==> config.mk <==
export PLATFORM = sky130hd
export DESIGN_NAME = stm_ctrl
export DESIGN_NICKNAME = d
export VERILOG_FILES = /design/src/rtl/stm_pkg.sv /design/src/rtl/stm_ctrl.sv
export SDC_FILE = /design/constraint.sdc
export NUM_CORES = 1
export LEC_CHECK = 0
export BUFFER_PORTS_ARGS = -buffer_cell sky130_fd_sc_hd__buf_2
export CAP_MARGIN = 20
export CORE_MARGIN = 2
export CORE_UTILIZATION = 35
export CTS_CLUSTER_SIZE = 14
export DETAILED_ROUTE_END_ITERATION = 16
export GPL_TIMING_DRIVEN = 1
export SLEW_MARGIN = 20
export SYNTH_ARGS = -nofsm -noshare
export SYNTH_HDL_FRONTEND = slang
export SYNTH_SLANG_ARGS = --single-unit
export TNS_END_PERCENT = 100
==> constraint.sdc <==
create_clock -name clk -period 4.35 [get_ports clk]
set_input_delay 0.435 -clock clk [delete_from_list [all_inputs] [get_ports clk]]
set_output_delay 0.435 -clock clk [all_outputs]
set_load 0.005 [all_outputs]
==> src/rtl/stm_pkg.sv <==
package stm_pkg;

    localparam logic [2:0] OP_ADD_DRAWN   = 3'd0;
    localparam logic [2:0] OP_ADD_TMPL    = 3'd1;
    localparam logic [2:0] OP_CLEAR_DRAWN = 3'd2;
    localparam logic [2:0] OP_CLEAR_TMPL  = 3'd3;
    localparam logic [2:0] OP_EVAL        = 3'd4;

    localparam logic [1:0] CFG_WIDTH    = 2'd0;
    localparam logic [1:0] CFG_HEIGHT   = 2'd1;
    localparam logic [1:0] CFG_LINE_THR = 2'd2;
    localparam logic [1:0] CFG_VTX_THR  = 2'd3;

    localparam int CFG_W = 36;
    localparam int PIX_W = 13;
    localparam int CRD_W = 17;
    localparam int UNIT_W = 21;

    localparam logic [PIX_W-1:0] PIX_MAX = 13'd8191;
    localparam logic [UNIT_W-1:0] UV_MAX = 21'h100000;
    localparam logic [35:0] DIST_CAP = 36'hA_0000_0000;

    localparam logic [PIX_W-1:0] RST_WIDTH = 13'd1920;
    localparam logic [PIX_W-1:0] RST_HEIGHT = 13'd1080;
    localparam logic [35:0] RST_THR = 36'd42949673;

    localparam logic [4:0] DIV_CV_LAST = 5'd29;
    localparam logic [4:0] DIV_PJ_LAST = 5'd17;

    typedef enum logic [5:0] {
        S_IDLE, S_CV_RD, S_CV_LDX, S_CV_DIVX, S_CV_SVX, S_CV_LDY, S_CV_DIVY, S_CV_WR,
        S_L_RD, S_L_PLD, S_L_TRD, S_L_TLD,
        S_G_DIFF, S_G_EXDX, S_G_EYDY, S_G_DXDX, S_G_DYDY, S_G_DOT2, S_G_CLASS,
        S_G_XLO, S_G_XHI, S_G_XSUM, S_G_XLD, S_G_XDIV, S_G_XFIN,
        S_G_YLO, S_G_YHI, S_G_YSUM, S_G_YLD, S_G_YDIV, S_G_YFIN,
        S_D_DIFF, S_D_SQX, S_D_SQY, S_D_MIN,
        S_L_CHK, S_V_TRD, S_V_TLD, S_V_PRD, S_V_PLD, S_V_CHK, S_OUT
    } state_t;

    typedef enum logic [4:0] {
        DP_NOP, DP_CV_LDX, DP_CV_LDY, DP_DIV_STEP, DP_CV_SVX, DP_CV_WR,
        DP_P_LD_INIT, DP_P_LD, DP_T_SHIFT, DP_DIFF, DP_EXDX, DP_EYDY, DP_DXDX,
        DP_DYDY, DP_DOT2, DP_CLASS, DP_XLO, DP_XHI, DP_PSUM, DP_DIV_LDP, DP_XFIN,
        DP_YLO, DP_YHI, DP_YFIN, DP_V_LD, DP_D_DIFF, DP_SQX, DP_SQY, DP_MIN
    } dp_op_t;

    typedef struct packed {
        dp_op_t op;
        logic   drawn_we;
        logic   tmpl_we;
    } dp_cmd_t;

    typedef struct packed {
        logic dot1_le0;
        logic dot2_le_dot1;
        logic fail_line;
        logic fail_vtx;
    } dp_stat_t;

endpackage

==> src/rtl/stm_ctrl.sv <==
module stm_ctrl #(
    parameter int MAX_DRAWN = 256,
    parameter int MAX_TEMPLATE = 32
) (
    input  logic                               clk,
    input  logic                               rst_n,
    input  logic                               in_valid,
    output logic                               in_stall,
    input  logic [2:0]                         opcode,
    output logic                               out_valid,
    input  logic                               out_stall,
    output logic                               match,
    output logic                               overflow,
    output stm_pkg::dp_cmd_t                   cmd,
    output logic [$clog2(MAX_DRAWN)-1:0]       d_addr,
    output logic [$clog2(MAX_DRAWN)-1:0]       d_waddr,
    output logic [$clog2(MAX_TEMPLATE)-1:0]    t_addr,
    output logic [$clog2(MAX_TEMPLATE)-1:0]    t_waddr,
    input  stm_pkg::dp_stat_t                  stat
);
    localparam int DA = $clog2(MAX_DRAWN);
    localparam int TA = $clog2(MAX_TEMPLATE);
    localparam int DW = $clog2(MAX_DRAWN + 1);
    localparam int TW = $clog2(MAX_TEMPLATE + 1);

    stm_pkg::state_t state_reg, state_next;
    logic [DW-1:0] dcnt_reg, dcnt_next, i_reg, i_next;
    logic [TW-1:0] tcnt_reg, tcnt_next, k_reg, k_next;
    logic [4:0] cnt_reg, cnt_next;
    logic ovf_reg, ovf_next, match_reg, match_next, phase_reg, phase_next;
    logic acc_in, i_last, k_last;

    assign acc_in = in_valid && !in_stall;
    assign i_last = (i_reg + 1'b1) == dcnt_reg;
    assign k_last = (k_reg + 1'b1) == tcnt_reg;

    assign in_stall = state_reg != stm_pkg::S_IDLE;
    assign out_valid = state_reg == stm_pkg::S_OUT;
    assign match = match_reg;
    assign overflow = ovf_reg;
    assign d_addr = i_reg[DA-1:0];
    assign d_waddr = dcnt_reg[DA-1:0];
    assign t_addr = k_reg[TA-1:0];
    assign t_waddr = tcnt_reg[TA-1:0];

    always_ff @(posedge clk or negedge rst_n)
    begin
        if (!rst_n)
        begin
            state_reg <= stm_pkg::S_IDLE;
            dcnt_reg <= '0;
            tcnt_reg <= '0;
            i_reg <= '0;
            k_reg <= '0;
            cnt_reg <= '0;
            ovf_reg <= 1'b0;
            match_reg <= 1'b0;
            phase_reg <= 1'b0;
        end
        else
        begin
            state_reg <= state_next;
            dcnt_reg <= dcnt_next;
            tcnt_reg <= tcnt_next;
            i_reg <= i_next;
            k_reg <= k_next;
            cnt_reg <= cnt_next;
            ovf_reg <= ovf_next;
            match_reg <= match_next;
            phase_reg <= phase_next;
        end
    end

    always_comb
    begin
        state_next = state_reg;
        dcnt_next = dcnt_reg;
        tcnt_next = tcnt_reg;
        i_next = i_reg;
        k_next = k_reg;
        cnt_next = cnt_reg;
        ovf_next = ovf_reg;
        match_next = match_reg;
        phase_next = phase_reg;
        case (state_reg)
            stm_pkg::S_IDLE:
                if (acc_in)
                begin
                    case (opcode)
                        stm_pkg::OP_ADD_DRAWN:
                            if (dcnt_reg < DW'(MAX_DRAWN))
                                dcnt_next = dcnt_reg + 1'b1;
                            else
                                ovf_next = 1'b1;
                        stm_pkg::OP_ADD_TMPL:
                            if (tcnt_reg < TW'(MAX_TEMPLATE))
                                tcnt_next = tcnt_reg + 1'b1;
                            else
                                ovf_next = 1'b1;
                        stm_pkg::OP_CLEAR_DRAWN: dcnt_next = '0;
                        stm_pkg::OP_CLEAR_TMPL: tcnt_next = '0;
                        stm_pkg::OP_EVAL:
                        begin
                            i_next = '0;
                            k_next = '0;
                            phase_next = 1'b1;
                            if (dcnt_reg != '0)
                                state_next = stm_pkg::S_CV_RD;
                            else if (tcnt_reg == '0)
                            begin
                                match_next = 1'b1;
                                state_next = stm_pkg::S_OUT;
                            end
                            else
                                state_next = stm_pkg::S_V_TRD;
                        end
                        default: ;
                    endcase
                end
            stm_pkg::S_CV_RD: state_next = stm_pkg::S_CV_LDX;
            stm_pkg::S_CV_LDX:
            begin
                cnt_next = '0;
                state_next = stm_pkg::S_CV_DIVX;
            end
            stm_pkg::S_CV_DIVX:
            begin
                cnt_next = cnt_reg + 1'b1;
                if (cnt_reg == stm_pkg::DIV_CV_LAST)
                    state_next = stm_pkg::S_CV_SVX;
            end
            stm_pkg::S_CV_SVX: state_next = stm_pkg::S_CV_LDY;
            stm_pkg::S_CV_LDY:
            begin
                cnt_next = '0;
                state_next = stm_pkg::S_CV_DIVY;
            end
            stm_pkg::S_CV_DIVY:
            begin
                cnt_next = cnt_reg + 1'b1;
                if (cnt_reg == stm_pkg::DIV_CV_LAST)
                    state_next = stm_pkg::S_CV_WR;
            end
            stm_pkg::S_CV_WR:
                if (i_last)
                begin
                    i_next = '0;
                    phase_next = 1'b0;
                    state_next = stm_pkg::S_L_RD;
                end
                else
                begin
                    i_next = i_reg + 1'b1;
                    state_next = stm_pkg::S_CV_RD;
                end
            stm_pkg::S_L_RD: state_next = stm_pkg::S_L_PLD;
            stm_pkg::S_L_PLD:
            begin
                k_next = '0;
                state_next = (tcnt_reg < TW'(2)) ? stm_pkg::S_L_CHK : stm_pkg::S_L_TRD;
            end
            stm_pkg::S_L_TRD: state_next = stm_pkg::S_L_TLD;
            stm_pkg::S_L_TLD:
                if (k_reg == '0)
                begin
                    k_next = TW'(1);
                    state_next = stm_pkg::S_L_TRD;
                end
                else
                    state_next = stm_pkg::S_G_DIFF;
            stm_pkg::S_G_DIFF: state_next = stm_pkg::S_G_EXDX;
            stm_pkg::S_G_EXDX: state_next = stm_pkg::S_G_EYDY;
            stm_pkg::S_G_EYDY: state_next = stm_pkg::S_G_DXDX;
            stm_pkg::S_G_DXDX: state_next = stm_pkg::S_G_DYDY;
            stm_pkg::S_G_DYDY: state_next = stm_pkg::S_G_DOT2;
            stm_pkg::S_G_DOT2: state_next = stm_pkg::S_G_CLASS;
            stm_pkg::S_G_CLASS:
                state_next = (stat.dot1_le0 || stat.dot2_le_dot1) ? stm_pkg::S_D_DIFF
                                                                   : stm_pkg::S_G_XLO;
            stm_pkg::S_G_XLO: state_next = stm_pkg::S_G_XHI;
            stm_pkg::S_G_XHI: state_next = stm_pkg::S_G_XSUM;
            stm_pkg::S_G_XSUM: state_next = stm_pkg::S_G_XLD;
            stm_pkg::S_G_XLD:
            begin
                cnt_next = '0;
                state_next = stm_pkg::S_G_XDIV;
            end
            stm_pkg::S_G_XDIV:
            begin
                cnt_next = cnt_reg + 1'b1;
                if (cnt_reg == stm_pkg::DIV_PJ_LAST)
                    state_next = stm_pkg::S_G_XFIN;
            end
            stm_pkg::S_G_XFIN: state_next = stm_pkg::S_G_YLO;
            stm_pkg::S_G_YLO: state_next = stm_pkg::S_G_YHI;
            stm_pkg::S_G_YHI: state_next = stm_pkg::S_G_YSUM;
            stm_pkg::S_G_YSUM: state_next = stm_pkg::S_G_YLD;
            stm_pkg::S_G_YLD:
            begin
                cnt_next = '0;
                state_next = stm_pkg::S_G_YDIV;
            end
            stm_pkg::S_G_YDIV:
            begin
                cnt_next = cnt_reg + 1'b1;
                if (cnt_reg == stm_pkg::DIV_PJ_LAST)
                    state_next = stm_pkg::S_G_YFIN;
            end
            stm_pkg::S_G_YFIN: state_next = stm_pkg::S_D_DIFF;
            stm_pkg::S_D_DIFF: state_next = stm_pkg::S_D_SQX;
            stm_pkg::S_D_SQX: state_next = stm_pkg::S_D_SQY;
            stm_pkg::S_D_SQY: state_next = stm_pkg::S_D_MIN;
            stm_pkg::S_D_MIN:
                if (!phase_reg)
                begin
                    if (k_last)
                        state_next = stm_pkg::S_L_CHK;
                    else
                    begin
                        k_next = k_reg + 1'b1;
                        state_next = stm_pkg::S_L_TRD;
                    end
                end
                else if (i_last)
                    state_next = stm_pkg::S_V_CHK;
                else
                begin
                    i_next = i_reg + 1'b1;
                    state_next = stm_pkg::S_V_PRD;
                end
            stm_pkg::S_L_CHK:
                if (stat.fail_line)
                begin
                    match_next = 1'b0;
                    state_next = stm_pkg::S_OUT;
                end
                else if (i_last)
                begin
                    i_next = '0;
                    k_next = '0;
                    phase_next = 1'b1;
                    if (tcnt_reg == '0)
                    begin
                        match_next = 1'b1;
                        state_next = stm_pkg::S_OUT;
                    end
                    else
                        state_next = stm_pkg::S_V_TRD;
                end
                else
                begin
                    i_next = i_reg + 1'b1;
                    state_next = stm_pkg::S_L_RD;
                end
            stm_pkg::S_V_TRD: state_next = stm_pkg::S_V_TLD;
            stm_pkg::S_V_TLD:
            begin
                i_next = '0;
                state_next = (dcnt_reg == '0) ? stm_pkg::S_V_CHK : stm_pkg::S_V_PRD;
            end
            stm_pkg::S_V_PRD: state_next = stm_pkg::S_V_PLD;
            stm_pkg::S_V_PLD: state_next = stm_pkg::S_D_DIFF;
            stm_pkg::S_V_CHK:
                if (stat.fail_vtx)
                begin
                    match_next = 1'b0;
                    state_next = stm_pkg::S_OUT;
                end
                else if (k_last)
                begin
                    match_next = 1'b1;
                    state_next = stm_pkg::S_OUT;
                end
                else
                begin
                    k_next = k_reg + 1'b1;
                    state_next = stm_pkg::S_V_TRD;
                end
            stm_pkg::S_OUT:
                if (!out_stall)
                    state_next = stm_pkg::S_IDLE;
            default: state_next = stm_pkg::S_IDLE;
        endcase
    end

    always_comb
    begin
        cmd.op = stm_pkg::DP_NOP;
        cmd.drawn_we = 1'b0;
        cmd.tmpl_we = 1'b0;
        case (state_reg)
            stm_pkg::S_IDLE:
            begin
                cmd.drawn_we = acc_in && opcode == stm_pkg::OP_ADD_DRAWN
                               && dcnt_reg < DW'(MAX_DRAWN);
                cmd.tmpl_we = acc_in && opcode == stm_pkg::OP_ADD_TMPL
                              && tcnt_reg < TW'(MAX_TEMPLATE);
            end
            stm_pkg::S_CV_LDX: cmd.op = stm_pkg::DP_CV_LDX;
            stm_pkg::S_CV_DIVX, stm_pkg::S_CV_DIVY,
            stm_pkg::S_G_XDIV, stm_pkg::S_G_YDIV: cmd.op = stm_pkg::DP_DIV_STEP;
            stm_pkg::S_CV_SVX: cmd.op = stm_pkg::DP_CV_SVX;
            stm_pkg::S_CV_LDY: cmd.op = stm_pkg::DP_CV_LDY;
            stm_pkg::S_CV_WR: cmd.op = stm_pkg::DP_CV_WR;
            stm_pkg::S_L_PLD: cmd.op = stm_pkg::DP_P_LD_INIT;
            stm_pkg::S_L_TLD: cmd.op = stm_pkg::DP_T_SHIFT;
            stm_pkg::S_G_DIFF: cmd.op = stm_pkg::DP_DIFF;
            stm_pkg::S_G_EXDX: cmd.op = stm_pkg::DP_EXDX;
            stm_pkg::S_G_EYDY: cmd.op = stm_pkg::DP_EYDY;
            stm_pkg::S_G_DXDX: cmd.op = stm_pkg::DP_DXDX;
            stm_pkg::S_G_DYDY: cmd.op = stm_pkg::DP_DYDY;
            stm_pkg::S_G_DOT2: cmd.op = stm_pkg::DP_DOT2;
            stm_pkg::S_G_CLASS: cmd.op = stm_pkg::DP_CLASS;
            stm_pkg::S_G_XLO: cmd.op = stm_pkg::DP_XLO;
            stm_pkg::S_G_XHI: cmd.op = stm_pkg::DP_XHI;
            stm_pkg::S_G_XSUM, stm_pkg::S_G_YSUM: cmd.op = stm_pkg::DP_PSUM;
            stm_pkg::S_G_XLD, stm_pkg::S_G_YLD: cmd.op = stm_pkg::DP_DIV_LDP;
            stm_pkg::S_G_XFIN: cmd.op = stm_pkg::DP_XFIN;
            stm_pkg::S_G_YLO: cmd.op = stm_pkg::DP_YLO;
            stm_pkg::S_G_YHI: cmd.op = stm_pkg::DP_YHI;
            stm_pkg::S_G_YFIN: cmd.op = stm_pkg::DP_YFIN;
            stm_pkg::S_D_DIFF: cmd.op = stm_pkg::DP_D_DIFF;
            stm_pkg::S_D_SQX: cmd.op = stm_pkg::DP_SQX;
            stm_pkg::S_D_SQY: cmd.op = stm_pkg::DP_SQY;
            stm_pkg::S_D_MIN: cmd.op = stm_pkg::DP_MIN;
            stm_pkg::S_V_TLD: cmd.op = stm_pkg::DP_V_LD;
            stm_pkg::S_V_PLD: cmd.op = stm_pkg::DP_P_LD;
            default: cmd.op = stm_pkg::DP_NOP;
        endcase
    end

endmodule

==> run summary, run 1 <==
Status - finished, final reports clean
CTS tree - done
Starting Density - 35.43%
Post-synth top area cell - dfrtp_1
Async SR Flop Fraction - 100.0%
Register area share after synthesis - 26.09%
DR iter-0 viols - 373
Post-synth top flop - dfrtp_1
HPWL after DPL - 8221 um
Sequential Area - 1102 um2
DRT Pass-1 Iters - 5
Core ar. - 11910 um2
Synth area leaders - dfrtp_1 (26%), buf_4 (5.2%), o21ai_0 (4.5%), nor2_1 (4.2%), nand2_1 (4.0%)
Crit-path slowest cell - dfrtp_1
Crit path buffers/inverters - 1
Switch Pwr - 1.274 mW
Crit path max fanout - 31
HP Class - input port to async pin
Total grt overflow - 0
DR WL/cell - 16.79 um
Clock Skew - 0.01228 ns
F_max - 329.8 MHz
Tmin final - 3.032 ns
Port bufs - 47
Routed vias - 3994
Clock latency at the later pin of the worst-skew pair - 0.30 ns
Net Count, Synth - 556
Die Footprint - 12950 um2
Crit. End Element - output pin
Final worst-path cycle share - 69.70%
Logic pwr share - 54.5%
Root Buffer - clkbuf_16
Share of cells above drive strength 1 - 15.70%
Peak VDD IR - 218.6 uV
Setup violations, final - 0
MaxCap Viol Count - 0
Worst-case clock buffer depth - 2
Largest net degree at the start of global routing - 45
Area of the multi-input gates - 2695 um2
Syn Inst Count - 536
Crit-path cells - nor2b_1, nand2_1, a21oi_1, a31oi_1, o21ai_0, buf_2
EDFF count, synth - 0
Relative slew slack - 33.74%
Worst Path Required - 3.91 ns
Crit start category - flip-flop
Area post-placement - 4309 um2
Power density cells - 588.9 nW/um2
Post-CTS Setup Bufs - 0
CP top delay family - flip-flops
Clk pwr share - 17.7%
CTS Buf Count - 5
H-tree levels - 2
CTS Sinks - 44
Distinct cells, synth - 78
Routed Antenna Nets - 0
Crit path largest cell delay - 0.96 ns
Sw frac - 48.13%
Share of the synthesized area in the top cell type - 26.09%
Hold-fix buffers at CTS - 0
Worst EP arrival - 2.60 ns
Count of final hold-check violations - 0
Pint - 1.373 mW
Final Max Slew Viols - 0
WS Path Type - flip-flop to output pin
DRT Wirelength - 11450 um
Die Wd - 113.8 um
Commonest non-fill, non-tap cell in the layout - nor2_1
Via/cell ratio - 5.856
Total design power - 2.647 mW
Ant. Diodes - 0
Post-route DRC - 0
Area Overhead vs Synth - 6.522%
Commonest non-fill, non-tap cells in the layout - nor2_1 (47), buf_2 (46), nand2_1 (45)
Tot GR Track Use - 17.79%
# resized after CTS - 0
Boundary Pins - 48
Final setup TNS - 0 ns
DP Worst Slack - 1.257 ns
Slew @ Worst Pin - 0.9940 ns
Vias in the first global route - 3585
FF+latch count, synth - 44
Clock slew at reported path FFs - 0.07 ns
Initial antenna violation count - 0
First-pass GRT wire length - 18760 um
Share of power burned in registers - 27.8%
Fin worst setup slack - 1.318 ns
Die Y - 113.8 um
Mean Syn Cell Area - 7.874 um2
Ys Warns - 0
Fillers - 1253
Lkg Pwr - 1.964 nW
Final Util - 37.74%
Fin nets - 554
Final instance area - 4496 um2
Mapped Area - 4220 um2
GPL Wtd Cong - 0.9472
Row cnt - 40
Unrepaired setup endpoints after global routing - false
worst reg2reg max path: cells and delay by family, from the launching register on:
family | cells | cell delay (ns)
compound gates | 2 | 0.60
flops | 1 | 1.00
mux | 1 | 0.30
simple gates | 4 | 1.01
synthesized netlist by cell type (9+ instances only):
library cell	n
clkbuf_1	13
buf_4	29
nor3_1	12
nand2b_1	16
buf_2	12
xor2_1	15
nor2_1	47
nand3_1	29
ha_1	9
a21oi_1	27
nor2b_1	12
o21ai_0	38
a31oi_1	9
nand2_1	45
dfrtp_1	44
inv_1	18
xnor2_1	18
cell families after synthesis:
group | count (synthesis) | synth area share, %
AOI/OAI and AO/OA | 146 | 23.57
xor gates and xnor gates | 34 | 7.234
adders and majority gates | 9 | 2.668
buffers and inverters | 78 | 10.05
DFF | 44 | 26.09
muxes | 6 | 1.601
and+or+nand+nor | 219 | 28.79
path summary, 6_finish.rpt:
check	start	end	slack (ns)	cells past startpoint
max	state_reg[5]	cmd[2]	1.32	6
min	rst_n	tcnt_reg[4]	0.15	1
max reg2reg	state_reg[4]	k_reg[0]	1.34	7
min reg2reg	overflow	overflow	0.49	2
max in group asynchronous	rst_n	state_reg[2]	3.76	1
min in group clk	opcode[1]	overflow	0.43	2
metal layers:
metal / vias to the layer above / share of wire [%] / track usage, %
li1: 1918 / - / -
met1: 1915 / 47 / 25.89
met2: 150 / 45 / 27.98
met3: 11 / 7.0 / 2.338
met4: 0 / 0.89 / 4.472
met5: - / 0 / 0
stage by stage:
step | cells | hold slack [ns]
global route | 682 | 0.1958
global placement | 674 | 0.4813
detailed placement | 674 | 0.4579
finish | 682 | 0.1532
floorplan | 536 | 0.1394
CTS | 682 | 0.3746
power by group through the flow:
stage | Combinational (mW) | Sequential [mW] | Clock, mW
6_report | 1.44 | 0.737 | 0.467
5_1_grt | 1.60 | 0.763 | 0.496
4_1_cts | 1.43 | 0.732 | 0.480
3_5_place_dp | 1.42 | 0.740 | 0
3_3_place_gp | 1.40 | 0.737 | 0
2_1_floorplan | 1.21 | 0.569 | 0
area by class of cell:
type                       count  area share (%)
tap                          147           4.091
multi-input combinational    414           59.95
inverter                      19           1.586
sequential                    44           24.52
timing repair buffer          50           5.789
clock buffer                   7           3.395
clock inverter                 1          0.6680
Note: power is estimated with default switching activity, not from simulation.
==> inputs of run 2 (changes only) <==
ABC_AREA = 1   (was unset)
clock period = 2.68 ns   (was 4.35 ns; I/O delays follow)
==> run 2 against run 1 <==
The run now ends with hold timing left. Critical endpoint is now cmd[3]. First-iteration DRC count fell by 14%. Clock power rose by 63%. Area after synthesis fell by 0.33%. Sequential power rose by 44%. Sequential share of layout area fell by 0.54 points. Count of clock-buffer cells in the layout did not move. Global-route usage rose by 0.67 points. Combinational power rose by 49%. Sequential cell count did not move.
==> run summary, run 2 <==
Status - finished, violations left
Failing checks - hold timing
FF+latch count, synth - 44
Total grt overflow - 0
Relative slew slack - 59.96%
Worst-case clock buffer depth - 2
HP Class - input port to async pin
Register area share after synthesis - 26.17%
Area post-placement - 4405 um2
Lkg Pwr - 2.393 nW
CTS Sinks - 44
Crit path max fanout - 6
Crit start category - flip-flop
Hold-fix buffers at CTS - 0
DRT Pass-1 Iters - 5
Fin nets - 693
GPL Wtd Cong - 0.9726
Boundary Pins - 48
Syn Inst Count - 648
Routed Antenna Nets - 0
Crit path largest cell delay - 0.46 ns
F_max - 410.3 MHz
EDFF count, synth - 0
Peak VDD IR - 261.1 uV
Die Footprint - 12910 um2
Clock latency at the later pin of the worst-skew pair - 0.29 ns
Final instance area - 4591 um2
Final Max Slew Viols - 0
First-pass GRT wire length - 19270 um
Mean Syn Cell Area - 6.492 um2
Synth area leaders - dfrtp_1 (26%), nand2_1 (18%), nand3_1 (6.7%), inv_1 (6.3%), nor2_1 (6.2%)
Root Buffer - clkbuf_16
Post-route DRC - 0
HPWL after DPL - 9366 um
Worst Path Required - 2.41 ns
Post-synth top flop - dfrtp_1
# resized after CTS - 0
Share of the synthesized area in the top cell type - 26.17%
Tot GR Track Use - 18.46%
Commonest cells in the netlist - nand2_1 (200), inv_1 (71), nor2_1 (69), nand3_1 (56), dfrtp_1 (44)
Fillers - 1245
Commonest non-fill, non-tap cell in the layout - nand2_1
Net Count, Synth - 668
Die Wd - 113.6 um
Distinct cells, synth - 49
Post-synth top area cell - dfrtp_1
Setup violations, final - 0
Power density cells - 864.0 nW/um2
Mapped Area - 4207 um2
Post-CTS Setup Bufs - 0
Final worst-path cycle share - 90.94%
Most numerous cell in the Yosys netlist - nand2_1
MaxCap Viol Count - 0
Die Y - 113.6 um
Worst EP arrival - 2.17 ns
Ys Warns - 0
WS Path Type - flip-flop to output pin
CTS Buf Count - 5
Ant. Diodes - 0
Async SR Flop Fraction - 100.0%
DR iter-0 viols - 321
Share of cells above drive strength 1 - 18.25%
Clock Skew - 0.007057 ns
Commonest non-fill, non-tap cells in the layout - nand2_1 (200), inv_1 (71), nor2_1 (69)
Clock slew at reported path FFs - 0.07 ns
H-tree levels - 2
Area Overhead vs Synth - 9.131%
DRT Wirelength - 11910 um
Vias in the first global route - 3998
Row cnt - 40
Count of final hold-check violations - 26
Crit. End Element - output pin
Unrepaired setup endpoints after global routing - false
Slew @ Worst Pin - 0.6006 ns
Port bufs - 47
Crit-path slowest cell - dfrtp_1
Fin worst setup slack - 0.2427 ns
Core ar. - 11860 um2
Final setup TNS - 0 ns
Via/cell ratio - 5.241
Starting Density - 35.46%
Tmin final - 2.437 ns
Most frequent CP cell - nand2_1
Initial antenna violation count - 0
Hold WS - -0.01714 ns
DP Worst Slack - 0.3731 ns
Final Util - 38.70%
Crit-path cells - inv_1, nand2_1, nor2_1, nand2_1, nand2_1, nor3b_1, nand4_1, buf_2
Largest net degree at the start of global routing - 45
Routed vias - 4303
CTS tree - done
DR WL/cell - 14.51 um
## run 2: changes by cell type in the layout (fill, tap and decap cells not counted), sizes merged, moves of 15 or more
cell / before / now
nand2b: 16 / 0
inv: 18 / 82
nand2: 45 / 216
nand3: 29 / 57
xnor2: 19 / 2
nor2: 48 / 88
o21ai: 39 / 24
## run 2: final cells by class
class | count | area, um2 | share of cell area [%]
Tap cell | 147 | 183.9 | 4.007
Inverter | 82 | 310.3 | 6.759
Clock buffer | 7 | 152.6 | 3.325
Clock inverter | 1 | 30.03 | 0.6541
Sequential cell | 44 | 1101 | 23.98
Multi-Input combinational cell | 491 | 2560 | 55.76
Timing Repair Buffer | 49 | 252.7 | 5.506
## run 2: worst max-delay path, delay by kind of cell, from the launching register on
| family | cells | cell delay [ns] |
|---|---|---|
| buffers and inverters | 2 | 0.26 |
| flip-flops | 1 | 0.46 |
| AND/OR/NAND/NOR | 6 | 1.15 |
## run 2: cell families after synthesis
group,Yosys count,synth area share [%]
AOI/OAI and AO/OA,69,10.71
xor gates and xnor gates,5,1.041
adders and majority gates,9,2.677
buffers and inverters,113,12.97
DFF,44,26.17
and+or+nand+nor,408,46.43
## run 2: report_power, final
part,internal [mW],total [mW],switching [mW]
sequential,0.831,1.06,0.226
combinational,0.720,2.15,1.43
clock,0.491,0.761,0.269
total,2.04,3.97,1.92
## run 2: routing by layer
layer	vias up	GRT usage, %	share of wire, %
met3	25	2.710	6.7
met5	-	0	0
met4	0	7.398	2.4
met1	1974	24.34	44
li1	2131	-	-
met2	173	30.54	47
## run 2: path summary, 6_finish.rpt
check | slack (ns) | start | end | depth (start not counted)
worst max register to register | 0.28 | k_reg[0] | k_reg[0] | 11
worst min-delay path | -0.02 | rst_n | tcnt_reg[4] | 1
worst min register to register | 0.48 | overflow | overflow | 1
max in group asynchronous | 2.29 | rst_n | cnt_reg[2] | 1
min in group clk | 0.29 | stat[1] | match | 3
worst max-delay path | 0.24 | state_reg[3] | cmd[3] | 8
## run 2: metrics by stage
step / power (mW) / std cells
6_report: 3.966 / 821
5_1_grt: 4.269 / 821
4_1_cts: 3.963 / 821
3_5_place_dp: 3.195 / 813
3_3_place_gp: 3.197 / 813
2_1_floorplan: 2.684 / 648
